`src/hdl/steady_state_genetic_step_assert.svh`:
```
// Assertion macros shared by the steady-state genetic step RTL
`ifndef STEADY_STATE_GENETIC_STEP_ASSERT_SVH
`define STEADY_STATE_GENETIC_STEP_ASSERT_SVH

// Check cons in the same cycle as ante, sampled on clk, off during reset
`define SSGA_ASSERT_NOW(lbl, ante, cons) \
  lbl: assert property (@(posedge clk) disable iff (!rst_n) (ante) |-> (cons)) \
    else $error("ssga assertion failed");

// Check cons in the cycle after ante
`define SSGA_ASSERT_NEXT(lbl, ante, cons) \
  lbl: assert property (@(posedge clk) disable iff (!rst_n) (ante) |=> (cons)) \
    else $error("ssga assertion failed");

`endif

```
`src/hdl/ssga_pkg.sv`:
```
// Types, constants and helper functions of the steady-state genetic step
`timescale 1ns / 1ps
package ssga_pkg;

  localparam int IDX_W      = 5;
  localparam int POP_SIZE   = 1 << IDX_W;
  localparam int CHROM_BITS = 20;
  localparam int FIT_W      = $clog2(CHROM_BITS + 1);
  localparam int CUT_W      = 5;
  localparam int PC_LG      = $clog2(CHROM_BITS);
  localparam int PC_N       = 1 << PC_LG;

  localparam logic OP_LOAD = 1'b0;
  localparam logic OP_GEN  = 1'b1;

  typedef logic [IDX_W-1:0]      idx_t;
  typedef logic [CHROM_BITS-1:0] chrom_t;
  typedef logic [FIT_W-1:0]      fit_t;
  typedef logic [CUT_W-1:0]      cut_t;

  typedef struct packed {
    fit_t   fit;
    chrom_t bits;
  } entry_t;

  typedef struct packed {
    logic en;
    idx_t addr;
    fit_t data;
  } fit_wr_t;

  typedef enum logic [2:0] {
    ST_IDLE,
    ST_PARENTS,
    ST_WRITE,
    ST_SETTLE,
    ST_RD_BEST,
    ST_OUT
  } state_t;

  // Ones count as a balanced adder tree
  function automatic fit_t ones(input chrom_t v);
    fit_t s [PC_N];
    for (int i = 0; i < PC_N; i++) s[i] = '0;
    for (int i = 0; i < CHROM_BITS; i++) s[i] = fit_t'(v[i]);
    for (int lvl = 0; lvl < PC_LG; lvl++) begin
      for (int i = 0; i < (PC_N >> (lvl + 1)); i++) begin
        s[i] = s[2*i] + s[2*i+1];
      end
    end
    return s[0];
  endfunction

endpackage

```
`src/hdl/ssga_if.sv`:
```
// Request and result channel interfaces of the steady-state genetic step
`timescale 1ns / 1ps
interface ssga_in_if;
  logic                 valid;
  logic                 ready;
  logic                 op;
  ssga_pkg::idx_t       load_index;
  ssga_pkg::chrom_t     load_bits;
  ssga_pkg::idx_t       pick_a;
  ssga_pkg::idx_t       pick_b;
  ssga_pkg::cut_t       cut_point;
  ssga_pkg::chrom_t     flip_mask;

  modport source (output valid, op, load_index, load_bits, pick_a, pick_b, cut_point,
                  flip_mask, input ready);
  modport sink   (input valid, op, load_index, load_bits, pick_a, pick_b, cut_point,
                  flip_mask, output ready);
endinterface

interface ssga_out_if;
  logic             valid;
  logic             ready;
  ssga_pkg::chrom_t best_bits;
  ssga_pkg::fit_t   best_fitness;
  ssga_pkg::idx_t   best_slot;
  ssga_pkg::fit_t   child_fitness;
  ssga_pkg::idx_t   replaced_slot;

  modport source (output valid, best_bits, best_fitness, best_slot, child_fitness,
                  replaced_slot, input ready);
  modport sink   (input valid, best_bits, best_fitness, best_slot, child_fitness,
                  replaced_slot, output ready);
endinterface

```
`src/hdl/ssga_mem.sv`:
```
// Generic RAM: one write port, two registered read ports
`timescale 1ns / 1ps
module ssga_mem #(
  parameter int WIDTH = 8,
  parameter int DEPTH = 32
) (
  input  logic                     clk,
  input  logic                     we,
  input  logic [$clog2(DEPTH)-1:0] waddr,
  input  logic [WIDTH-1:0]         wdata,
  input  logic [$clog2(DEPTH)-1:0] raddr_a,
  output logic [WIDTH-1:0]         rdata_a,
  input  logic [$clog2(DEPTH)-1:0] raddr_b,
  output logic [WIDTH-1:0]         rdata_b
);

  logic [WIDTH-1:0] mem [DEPTH];

  always_ff @(posedge clk) begin
    if (we) begin
      mem[waddr] <= wdata;
    end
    rdata_a <= mem[raddr_a];
    rdata_b <= mem[raddr_b];
  end

endmodule

```
`src/hdl/ssga_fit_bank.sv`:
```
// Fitness register bank with registered first-minimum and first-maximum trees
`timescale 1ns / 1ps
module ssga_fit_bank (
  input  logic              clk,
  input  ssga_pkg::fit_wr_t wr,
  output ssga_pkg::idx_t    worst_r,
  output ssga_pkg::idx_t    best_r
);

  ssga_pkg::fit_t fit_r [ssga_pkg::POP_SIZE];

  ssga_pkg::fit_t mn_f [ssga_pkg::IDX_W+1][ssga_pkg::POP_SIZE];
  ssga_pkg::idx_t mn_i [ssga_pkg::IDX_W+1][ssga_pkg::POP_SIZE];
  ssga_pkg::fit_t mx_f [ssga_pkg::IDX_W+1][ssga_pkg::POP_SIZE];
  ssga_pkg::idx_t mx_i [ssga_pkg::IDX_W+1][ssga_pkg::POP_SIZE];

  always_ff @(posedge clk) begin
    if (wr.en) begin
      fit_r[wr.addr] <= wr.data;
    end
  end

  // Left side wins ties so the lowest index survives
  always_comb begin
    for (int l = 0; l <= ssga_pkg::IDX_W; l++) begin
      for (int i = 0; i < ssga_pkg::POP_SIZE; i++) begin
        mn_f[l][i] = '0;
        mn_i[l][i] = '0;
        mx_f[l][i] = '0;
        mx_i[l][i] = '0;
      end
    end
    for (int i = 0; i < ssga_pkg::POP_SIZE; i++) begin
      mn_f[0][i] = fit_r[i];
      mn_i[0][i] = ssga_pkg::idx_t'(i);
      mx_f[0][i] = fit_r[i];
      mx_i[0][i] = ssga_pkg::idx_t'(i);
    end
    for (int l = 0; l < ssga_pkg::IDX_W; l++) begin
      for (int i = 0; i < (ssga_pkg::POP_SIZE >> (l + 1)); i++) begin
        if (mn_f[l][2*i+1] < mn_f[l][2*i]) begin
          mn_f[l+1][i] = mn_f[l][2*i+1];
          mn_i[l+1][i] = mn_i[l][2*i+1];
        end else begin
          mn_f[l+1][i] = mn_f[l][2*i];
          mn_i[l+1][i] = mn_i[l][2*i];
        end
        if (mx_f[l][2*i+1] > mx_f[l][2*i]) begin
          mx_f[l+1][i] = mx_f[l][2*i+1];
          mx_i[l+1][i] = mx_i[l][2*i+1];
        end else begin
          mx_f[l+1][i] = mx_f[l][2*i];
          mx_i[l+1][i] = mx_i[l][2*i];
        end
      end
    end
  end

  always_ff @(posedge clk) begin
    worst_r <= mn_i[ssga_pkg::IDX_W][0];
    best_r  <= mx_i[ssga_pkg::IDX_W][0];
  end

endmodule

```
`src/hdl/ssga_breed.sv`:
```
// Tournament, one-point crossover and mutation; child register and its ones count
`timescale 1ns / 1ps
module ssga_breed (
  input  logic              clk,
  input  logic              load,
  input  ssga_pkg::entry_t  par_a,
  input  ssga_pkg::entry_t  par_b,
  input  ssga_pkg::cut_t    cut,
  input  ssga_pkg::chrom_t  mask,
  output ssga_pkg::chrom_t  child_r,
  output ssga_pkg::fit_t    child_fit
);

  ssga_pkg::chrom_t win_bits;
  ssga_pkg::chrom_t lose_bits;
  ssga_pkg::chrom_t low;
  ssga_pkg::chrom_t child_nxt;

  always_comb begin
    // Tie goes to the second pick
    if (par_a.fit > par_b.fit) begin
      win_bits  = par_a.bits;
      lose_bits = par_b.bits;
    end else begin
      win_bits  = par_b.bits;
      lose_bits = par_a.bits;
    end
    if (int'(cut) >= ssga_pkg::CHROM_BITS) begin
      low = '1;
    end else begin
      low = (ssga_pkg::chrom_t'(1) << cut) - ssga_pkg::chrom_t'(1);
    end
    child_nxt = ((win_bits & low) | (lose_bits & ~low)) ^ mask;
  end

  always_ff @(posedge clk) begin
    if (load) begin
      child_r <= child_nxt;
    end
  end

  assign child_fit = ssga_pkg::ones(child_r);

endmodule

```
`src/hdl/steady_state_genetic_step.sv`:
```
// Top level of the steady-state genetic step on the ones-count problem
//
//   channel | dir | handshake   | carries
//   in_ch   | in  | valid/ready | op, load_index, load_bits, pick_a, pick_b, cut_point, flip_mask
//   out_ch  | out | valid/ready | best_bits, best_fitness, best_slot, child_fitness, replaced_slot
//
// A load request is written as it is taken; the next one is taken in the following cycle.
// A generation request passes these steps until its result sits in the output register:
// parent read, breed, writeback, search tree settle, best read, output. Two trips
// through the population RAM read latency and the registered fitness trees set these steps.
// Reset (rst_n low, synchronous) clears the sequencer and the output valid only.
// A result waiting on out_ch does not block loads; a second result waits in ST_OUT.
`timescale 1ns / 1ps
module steady_state_genetic_step (
  input  logic       clk,
  input  logic       rst_n,
  ssga_in_if.sink    in_ch,
  ssga_out_if.source out_ch
);

  `include "steady_state_genetic_step_assert.svh"

  ssga_pkg::state_t  state_r, state_nxt;
  logic              in_fire, load_fire, gen_fire;

  ssga_pkg::cut_t    cut_r;
  ssga_pkg::chrom_t  mask_r;
  ssga_pkg::fit_t    cfit_r;
  ssga_pkg::idx_t    replaced_r;

  logic              out_valid_r;
  ssga_pkg::chrom_t  best_bits_r;
  ssga_pkg::fit_t    best_fit_r;
  ssga_pkg::idx_t    best_slot_r;
  ssga_pkg::fit_t    child_fit_r;
  ssga_pkg::idx_t    replaced_slot_r;
  logic              out_load;

  logic                               mem_we;
  ssga_pkg::idx_t                     mem_waddr;
  ssga_pkg::entry_t                   mem_wdata;
  ssga_pkg::idx_t                     raddr_a, raddr_b;
  logic [$bits(ssga_pkg::entry_t)-1:0] rdata_a, rdata_b;
  ssga_pkg::entry_t                   ent_a, ent_b;

  ssga_pkg::fit_wr_t fit_wr;
  ssga_pkg::idx_t    worst_r, best_r;
  ssga_pkg::chrom_t  child_r;
  ssga_pkg::fit_t    child_fit;
  logic              breed_load;

  assign in_ch.ready = (state_r == ssga_pkg::ST_IDLE);
  assign in_fire     = in_ch.valid && in_ch.ready;
  assign load_fire   = in_fire && (in_ch.op == ssga_pkg::OP_LOAD);
  assign gen_fire    = in_fire && (in_ch.op == ssga_pkg::OP_GEN);

  // Next state
  always_comb begin
    state_nxt = state_r;
    unique case (state_r)
      ssga_pkg::ST_IDLE:    if (gen_fire) state_nxt = ssga_pkg::ST_PARENTS;
      ssga_pkg::ST_PARENTS: state_nxt = ssga_pkg::ST_WRITE;
      ssga_pkg::ST_WRITE:   state_nxt = ssga_pkg::ST_SETTLE;
      ssga_pkg::ST_SETTLE:  state_nxt = ssga_pkg::ST_RD_BEST;
      ssga_pkg::ST_RD_BEST: state_nxt = ssga_pkg::ST_OUT;
      ssga_pkg::ST_OUT:     if (!out_valid_r || out_ch.ready) state_nxt = ssga_pkg::ST_IDLE;
      default:              state_nxt = ssga_pkg::ST_IDLE;
    endcase
  end

  always_ff @(posedge clk) begin
    if (!rst_n) begin
      state_r <= ssga_pkg::ST_IDLE;
    end else begin
      state_r <= state_nxt;
    end
  end

  // Outputs of the sequencer
  always_comb begin
    breed_load = 1'b0;
    out_load   = 1'b0;
    unique case (state_r)
      ssga_pkg::ST_PARENTS: breed_load = 1'b1;
      ssga_pkg::ST_OUT:     out_load   = !out_valid_r || out_ch.ready;
      default: begin
        breed_load = 1'b0;
        out_load   = 1'b0;
      end
    endcase
  end

  // Read ports: parents on the request cycle, best entry afterwards
  assign raddr_a = (state_r == ssga_pkg::ST_IDLE) ? in_ch.pick_a : best_r;
  assign raddr_b = in_ch.pick_b;

  always_comb begin
    mem_we    = load_fire || (state_r == ssga_pkg::ST_WRITE);
    mem_waddr = worst_r;
    mem_wdata = '{fit: child_fit, bits: child_r};
    if (load_fire) begin
      mem_waddr = in_ch.load_index;
      mem_wdata = '{fit: ssga_pkg::ones(in_ch.load_bits), bits: in_ch.load_bits};
    end
  end

  assign fit_wr = '{en: mem_we, addr: mem_waddr, data: mem_wdata.fit};

  ssga_mem #(
    .WIDTH ($bits(ssga_pkg::entry_t)),
    .DEPTH (ssga_pkg::POP_SIZE)
  ) u_mem (
    .clk     (clk),
    .we      (mem_we),
    .waddr   (mem_waddr),
    .wdata   (mem_wdata),
    .raddr_a (raddr_a),
    .rdata_a (rdata_a),
    .raddr_b (raddr_b),
    .rdata_b (rdata_b)
  );

  assign ent_a = ssga_pkg::entry_t'(rdata_a);
  assign ent_b = ssga_pkg::entry_t'(rdata_b);

  ssga_fit_bank u_bank (
    .clk     (clk),
    .wr      (fit_wr),
    .worst_r (worst_r),
    .best_r  (best_r)
  );

  ssga_breed u_breed (
    .clk       (clk),
    .load      (breed_load),
    .par_a     (ent_a),
    .par_b     (ent_b),
    .cut       (cut_r),
    .mask      (mask_r),
    .child_r   (child_r),
    .child_fit (child_fit)
  );

  // Hold request operands and writeback results
  always_ff @(posedge clk) begin
    if (gen_fire) begin
      cut_r  <= in_ch.cut_point;
      mask_r <= in_ch.flip_mask;
    end
    if (state_r == ssga_pkg::ST_WRITE) begin
      cfit_r     <= child_fit;
      replaced_r <= worst_r;
    end
  end

  // Output register
  always_ff @(posedge clk) begin
    if (!rst_n) begin
      out_valid_r <= 1'b0;
    end else if (out_load) begin
      out_valid_r <= 1'b1;
    end else if (out_ch.ready) begin
      out_valid_r <= 1'b0;
    end
  end

  always_ff @(posedge clk) begin
    if (out_load) begin
      best_bits_r     <= ent_a.bits;
      best_fit_r      <= ent_a.fit;
      best_slot_r     <= best_r;
      child_fit_r     <= cfit_r;
      replaced_slot_r <= replaced_r;
    end
  end

  assign out_ch.valid         = out_valid_r;
  assign out_ch.best_bits     = best_bits_r;
  assign out_ch.best_fitness  = best_fit_r;
  assign out_ch.best_slot     = best_slot_r;
  assign out_ch.child_fitness = child_fit_r;
  assign out_ch.replaced_slot = replaced_slot_r;

  `SSGA_ASSERT_NOW(a_gen_reaches_out, gen_fire, ##5 (state_r == ssga_pkg::ST_OUT))
  `SSGA_ASSERT_NEXT(a_out_stall_holds,
                    (state_r == ssga_pkg::ST_OUT) && out_valid_r && !out_ch.ready,
                    state_r == ssga_pkg::ST_OUT)
  `SSGA_ASSERT_NOW(a_result_from_out, $rose(out_valid_r),
                   $past(state_r) == ssga_pkg::ST_OUT)

endmodule
```
`src/flat_wrapper.sv`:
```
// flat-port wrapper written by rule: the top's interface ports become plain ports
module steady_state_genetic_step_flat 
  (clk, rst_n, in_ch_valid, in_ch_op, in_ch_load_index, in_ch_load_bits, in_ch_pick_a, in_ch_pick_b, in_ch_cut_point, in_ch_flip_mask, in_ch_ready, out_ch_valid, out_ch_best_bits, out_ch_best_fitness, out_ch_best_slot, out_ch_child_fitness, out_ch_replaced_slot, out_ch_ready);
  ssga_in_if in_ch_i ();
  ssga_out_if out_ch_i ();
  input  logic clk;
  input  logic rst_n;
  input wire logic [$bits(in_ch_i.valid)-1:0] in_ch_valid;
  input wire logic [$bits(in_ch_i.op)-1:0] in_ch_op;
  input wire logic [$bits(in_ch_i.load_index)-1:0] in_ch_load_index;
  input wire logic [$bits(in_ch_i.load_bits)-1:0] in_ch_load_bits;
  input wire logic [$bits(in_ch_i.pick_a)-1:0] in_ch_pick_a;
  input wire logic [$bits(in_ch_i.pick_b)-1:0] in_ch_pick_b;
  input wire logic [$bits(in_ch_i.cut_point)-1:0] in_ch_cut_point;
  input wire logic [$bits(in_ch_i.flip_mask)-1:0] in_ch_flip_mask;
  output wire logic [$bits(in_ch_i.ready)-1:0] in_ch_ready;
  output wire logic [$bits(out_ch_i.valid)-1:0] out_ch_valid;
  output wire logic [$bits(out_ch_i.best_bits)-1:0] out_ch_best_bits;
  output wire logic [$bits(out_ch_i.best_fitness)-1:0] out_ch_best_fitness;
  output wire logic [$bits(out_ch_i.best_slot)-1:0] out_ch_best_slot;
  output wire logic [$bits(out_ch_i.child_fitness)-1:0] out_ch_child_fitness;
  output wire logic [$bits(out_ch_i.replaced_slot)-1:0] out_ch_replaced_slot;
  input wire logic [$bits(out_ch_i.ready)-1:0] out_ch_ready;
  assign in_ch_i.valid = in_ch_valid;
  assign in_ch_i.op = in_ch_op;
  assign in_ch_i.load_index = in_ch_load_index;
  assign in_ch_i.load_bits = in_ch_load_bits;
  assign in_ch_i.pick_a = in_ch_pick_a;
  assign in_ch_i.pick_b = in_ch_pick_b;
  assign in_ch_i.cut_point = in_ch_cut_point;
  assign in_ch_i.flip_mask = in_ch_flip_mask;
  assign in_ch_ready = in_ch_i.ready;
  assign out_ch_valid = out_ch_i.valid;
  assign out_ch_best_bits = out_ch_i.best_bits;
  assign out_ch_best_fitness = out_ch_i.best_fitness;
  assign out_ch_best_slot = out_ch_i.best_slot;
  assign out_ch_child_fitness = out_ch_i.child_fitness;
  assign out_ch_replaced_slot = out_ch_i.replaced_slot;
  assign out_ch_i.ready = out_ch_ready;
  steady_state_genetic_step u_core (.clk(clk), .rst_n(rst_n), .in_ch(in_ch_i), .out_ch(out_ch_i));
endmodule
```
`config.mk`:
```
export PLATFORM = sky130hd
export DESIGN_NAME = steady_state_genetic_step_flat
export DESIGN_NICKNAME = d
export VERILOG_FILES = /design/src/hdl/ssga_pkg.sv /design/src/hdl/ssga_if.sv /design/src/hdl/ssga_mem.sv /design/src/hdl/ssga_fit_bank.sv /design/src/hdl/ssga_breed.sv /design/src/hdl/steady_state_genetic_step.sv /design/src/flat_wrapper.sv
export VERILOG_INCLUDE_DIRS = /design/src /design/src/hdl
export SDC_FILE = /design/constraint.sdc
export NUM_CORES = 2
export LEC_CHECK = 0
export ABC_AREA = 1
export BUFFER_PORTS_ARGS = -buffer_cell sky130_fd_sc_hd__buf_4
export CAP_MARGIN = 20
export CORE_UTILIZATION = 39
export CTS_BUF_LIST = sky130_fd_sc_hd__clkbuf_8 sky130_fd_sc_hd__clkbuf_16
export DETAILED_ROUTE_END_ITERATION = 6
export MAX_ROUTING_LAYER = met4
export PLACE_DENSITY_LB_ADDON = 0.25
export REMOVE_ABC_BUFFERS = 1
export SYNTH_ARGS = -nofsm -noshare
export SYNTH_HDL_FRONTEND = slang
export SYNTH_SLANG_ARGS = --single-unit
```
`constraint.sdc`:
```
create_clock -name clk -period 7.8 [get_ports clk]
set_input_delay 1.17 -clock clk [delete_from_list [all_inputs] [get_ports clk]]
set_output_delay 1.17 -clock clk [all_outputs]
set_load 0.03 [all_outputs]
```
==> reports/results.ini <==
[pwr]
switching_share_pct=48.32
combinationalPowerShare_pct=54.1
vdd_drop_max_v=0.002466
p_leak_nw=21.69
p_int_w=0.01585
switchingPower_w=0.01482
sequentialPowerShare_pct=29.0
p_per_area_mw_per_mm2=509.9
clockPowerShare_pct=16.9

[grt]
antenna_found_initial=3
grt_max_degree=194
grt_pass1_wl_um=291000
overflow=0
grt_pass1_vias=43700
grt_usage_pct=29.50

[worst_setup_path]
crit_slowest_cell=o21ai_0
critPathLaunchType=flip-flop
path_common_cell=nand2_1
crit_arrival_ns=7.87
crit_start=u_core.u_mem.mem[13][24]$_DFFE_PP_
worstSetupPathType=flip-flop to flip-flop
r2r_start=u_core.u_mem.mem[13][24]$_DFFE_PP_
slowest_delay_ns=0.50
cp_max_fo=10
cp-end-kind=flip-flop
required_ns=8.44

[clocking]
root_buffer=clkbuf_16
h-tree-depth=3
tritoncts=built
clk_latency_ns=0.76
cts_buffer_depth=3
clkTransAtPathRegs_ns=0.06
cts_buffers=104
clock_sinks=959
cts_setup_buffers=0

[route]
viasPerCell=6.205
vias=46570
drtAntennaViolNets=0
drc=0
wl_um=202400
wl_per_cell_um=26.97
dr.pass1.iters=6
drt_iter0_drc=6782

[die]
die_w_um=372.1
start_util_pct=39.38
dieHeight_um=372.1
die-area_mm2=0.1384
rows=135
fp.coreArea_mm2=0.1356
io_pins=107

[status]
outcome=complete, no violations

[job]
cap_violations=0

[timing]
finalSetupTns_ns=0
worst-slew-pin-transition_ns=1.148
slew_headroom_pct=23.28
max_clock_freq_mhz=138.4
timing.final.crit_share_pct=92.67
setup_viol=0
fin_crit_ns=7.228
final_max_slew_viol_count=0
fin_hold_ws_ns=0.4258
hold_viol_final=0
skew_ns=0.06979
rsz0062_at_grt=yes

[min_path]
min_from=u_core.cfit_r[0]$_DFFE_PN_
hold_path.class=flip-flop to flip-flop

[placement]
place.gp.congestion=0.9403
port_buffers=106
dp.cells=7309
placed_cell_area_mm2=0.05648
place_hpwl_um=126100

[logic_synthesis]
synth_seq_cells=959
syn_area_mm2=0.05341
synth_edf_count=895
synth.avg_cell_area_um2=9.426
ys_seq_area_share_pct=52.72
synthArstFlopShare_pct=0
syn_inst=5666
yosysWarnings=0
synth_ff_type=edfxtp_1
synth.distinct_cells=52

[final_layout]
instances_no_fill=7506
drive_gt1_share_pct=9.626
syn2layout_area_growth_pct=12.62
layout.nets=5970
final_cell_area_mm2=0.06015

## power by group through the flow
stage               sequential [W]  clock (W)  combinational (W)
finish                     0.00889    0.00518             0.0166
global route               0.00892    0.00541             0.0180
CTS                        0.00891    0.00522             0.0164
detailed placement         0.00901          0             0.0163
global placement           0.00902          0             0.0161
floorplan                  0.00820          0            0.00800
## layout make-up
| type | count | area (um2) |
|---|---|---|
| Sequential cell | 959 | 28160 |
| Clock inverter | 84 | 868.3 |
| Clock buffer | 111 | 2699 |
| Inverter | 334 | 1285 |
| Tap cell | 1781 | 2228 |
| Multi-Input combinational cell | 3999 | 23000 |
| Fill cell | 12670 | 75490 |
| Timing Repair Buffer | 237 | 1906 |
| Antenna cell | 1 | 2.502 |
## cell usage after synthesis (all sizes together), types with 30 or more instances
| cell | count | area (um2) |
|---|---|---|
| nor2 | 877 | 3322 |
| a21oi | 236 | 1181 |
| nand3 | 156 | 825.8 |
| inv | 328 | 1231 |
| buf | 59 | 291.5 |
| a31oi | 80 | 500.5 |
| o22ai | 80 | 500.5 |
| nand4 | 39 | 244.0 |
| edfxtp | 895 | 26880 |
| xor2 | 30 | 262.8 |
| o211ai | 59 | 442.9 |
| clkbuf | 315 | 1182 |
| nand2 | 630 | 2465 |
| o221ai | 247 | 2163 |
| o21ai | 1157 | 5798 |
| dfxtp | 64 | 1281 |
| ha | 242 | 3028 |
## cells by family (layout without fill, tap and decap cells)
family	after synthesis	count (layout)	share of synthesized area, %
buffers and inverters	708	766	5.107
xor gates and xnor gates	45	45	0.7380
other	0	1	0
muxes	33	33	0.6630
and+or+nand+nor	1710	1710	12.92
adders and majority gates	270	270	6.719
DFF	959	959	52.72
AOI/OAI and AO/OA	1941	1941	21.13
## final timing paths
kind,cells past startpoint,slack (ns),to
worst max-delay path,40,0.57,u_core.u_bank.best_r[0]$_DFF_P_
worst min-delay path,0,0.43,u_core.out_ch.child_fitness[0]$_DFFE_PP_
worst max register to register,40,0.57,u_core.u_bank.best_r[0]$_DFF_P_
worst min register to register,0,0.43,u_core.out_ch.child_fitness[0]$_DFFE_PP_
## layout by cell type, fill, tap and decap left out, types with 13 or more instances in the layout
cell type / instances
clkinv_1: 17
nand2_2: 26
buf_4: 225
nand4_1: 39
clkbuf_16: 104
a31oi_1: 80
a21oi_1: 223
nor2_4: 36
mux2i_1: 14
edfxtp_1: 895
o22ai_1: 80
a32oi_1: 24
xor2_1: 30
inv_1: 338
a211oi_1: 13
o221ai_1: 247
nand3_1: 146
nor2_1: 833
o21ai_0: 1132
bufinv_16: 15
xnor2_1: 15
dfxtp_1: 64
mux2_2: 19
o21ai_1: 14
fa_1: 28
ha_1: 242
o211ai_1: 59
nand2_1: 597
clkinv_2: 21
## registers in the layout, indices dropped and copies added, names as in the netlist
| signal | flops |
|---|---|
| u_core.cfit_r | 5 |
| u_core.cut_r | 5 |
| u_core.mask_r | 20 |
| u_core.out_ch.best_bits | 20 |
| u_core.out_ch.best_fitness | 5 |
| u_core.out_ch.best_slot | 5 |
| u_core.out_ch.child_fitness | 5 |
| u_core.out_ch.replaced_slot | 5 |
| u_core.out_ch.valid | 1 |
| u_core.replaced_r | 5 |
| u_core.state_r | 3 |
| u_core.u_bank.best_r | 5 |
| u_core.u_bank.fit_r | 128 |
| u_core.u_bank.worst_r | 5 |
| u_core.u_breed.child_r | 20 |
| u_core.u_mem.mem | 672 |
| u_core.u_mem.rdata_a | 25 |
| u_core.u_mem.rdata_b | 25 |
## critical path: cells and delay by family, from the launching register on
kind                       cells  cell delay (ns)
buffers and inverters          7             0.93
and+or+nand+nor               17             1.79
adders and majority gates      5             1.46
AOI/OAI and AO/OA             11             2.51
DFF                            1             0.45
## metal layers
metal  global-route usage [%]  share of wire [%]
met5                        -                  0
met4                    13.02                4.9
met1                    38.90                 40
met3                    5.197                 11
met2                    44.34                 44
## through the flow
stage	util, %	setup slack (ns)	total power (W)
global placement	41.59	-0.009784	0.02515
floorplan	-	-10.95	0.01620
finish	44.34	0.5721	0.03067
CTS	44.27	0.02333	0.03054
global route	44.34	-0.09812	0.03231
detailed placement	41.64	-0.1097	0.02531
## what timing repair did
| item | in CTS | in global routing |
|---|---|---|
| gates resized for setup | 6 | 34 |
| setup endpoints to repair | 4 | 10 |
| hold buffers | 0 | 0 |
| hold endpoints to repair | 0 | 0 |
No activity file was read; power rests on OpenSTA's default activity.
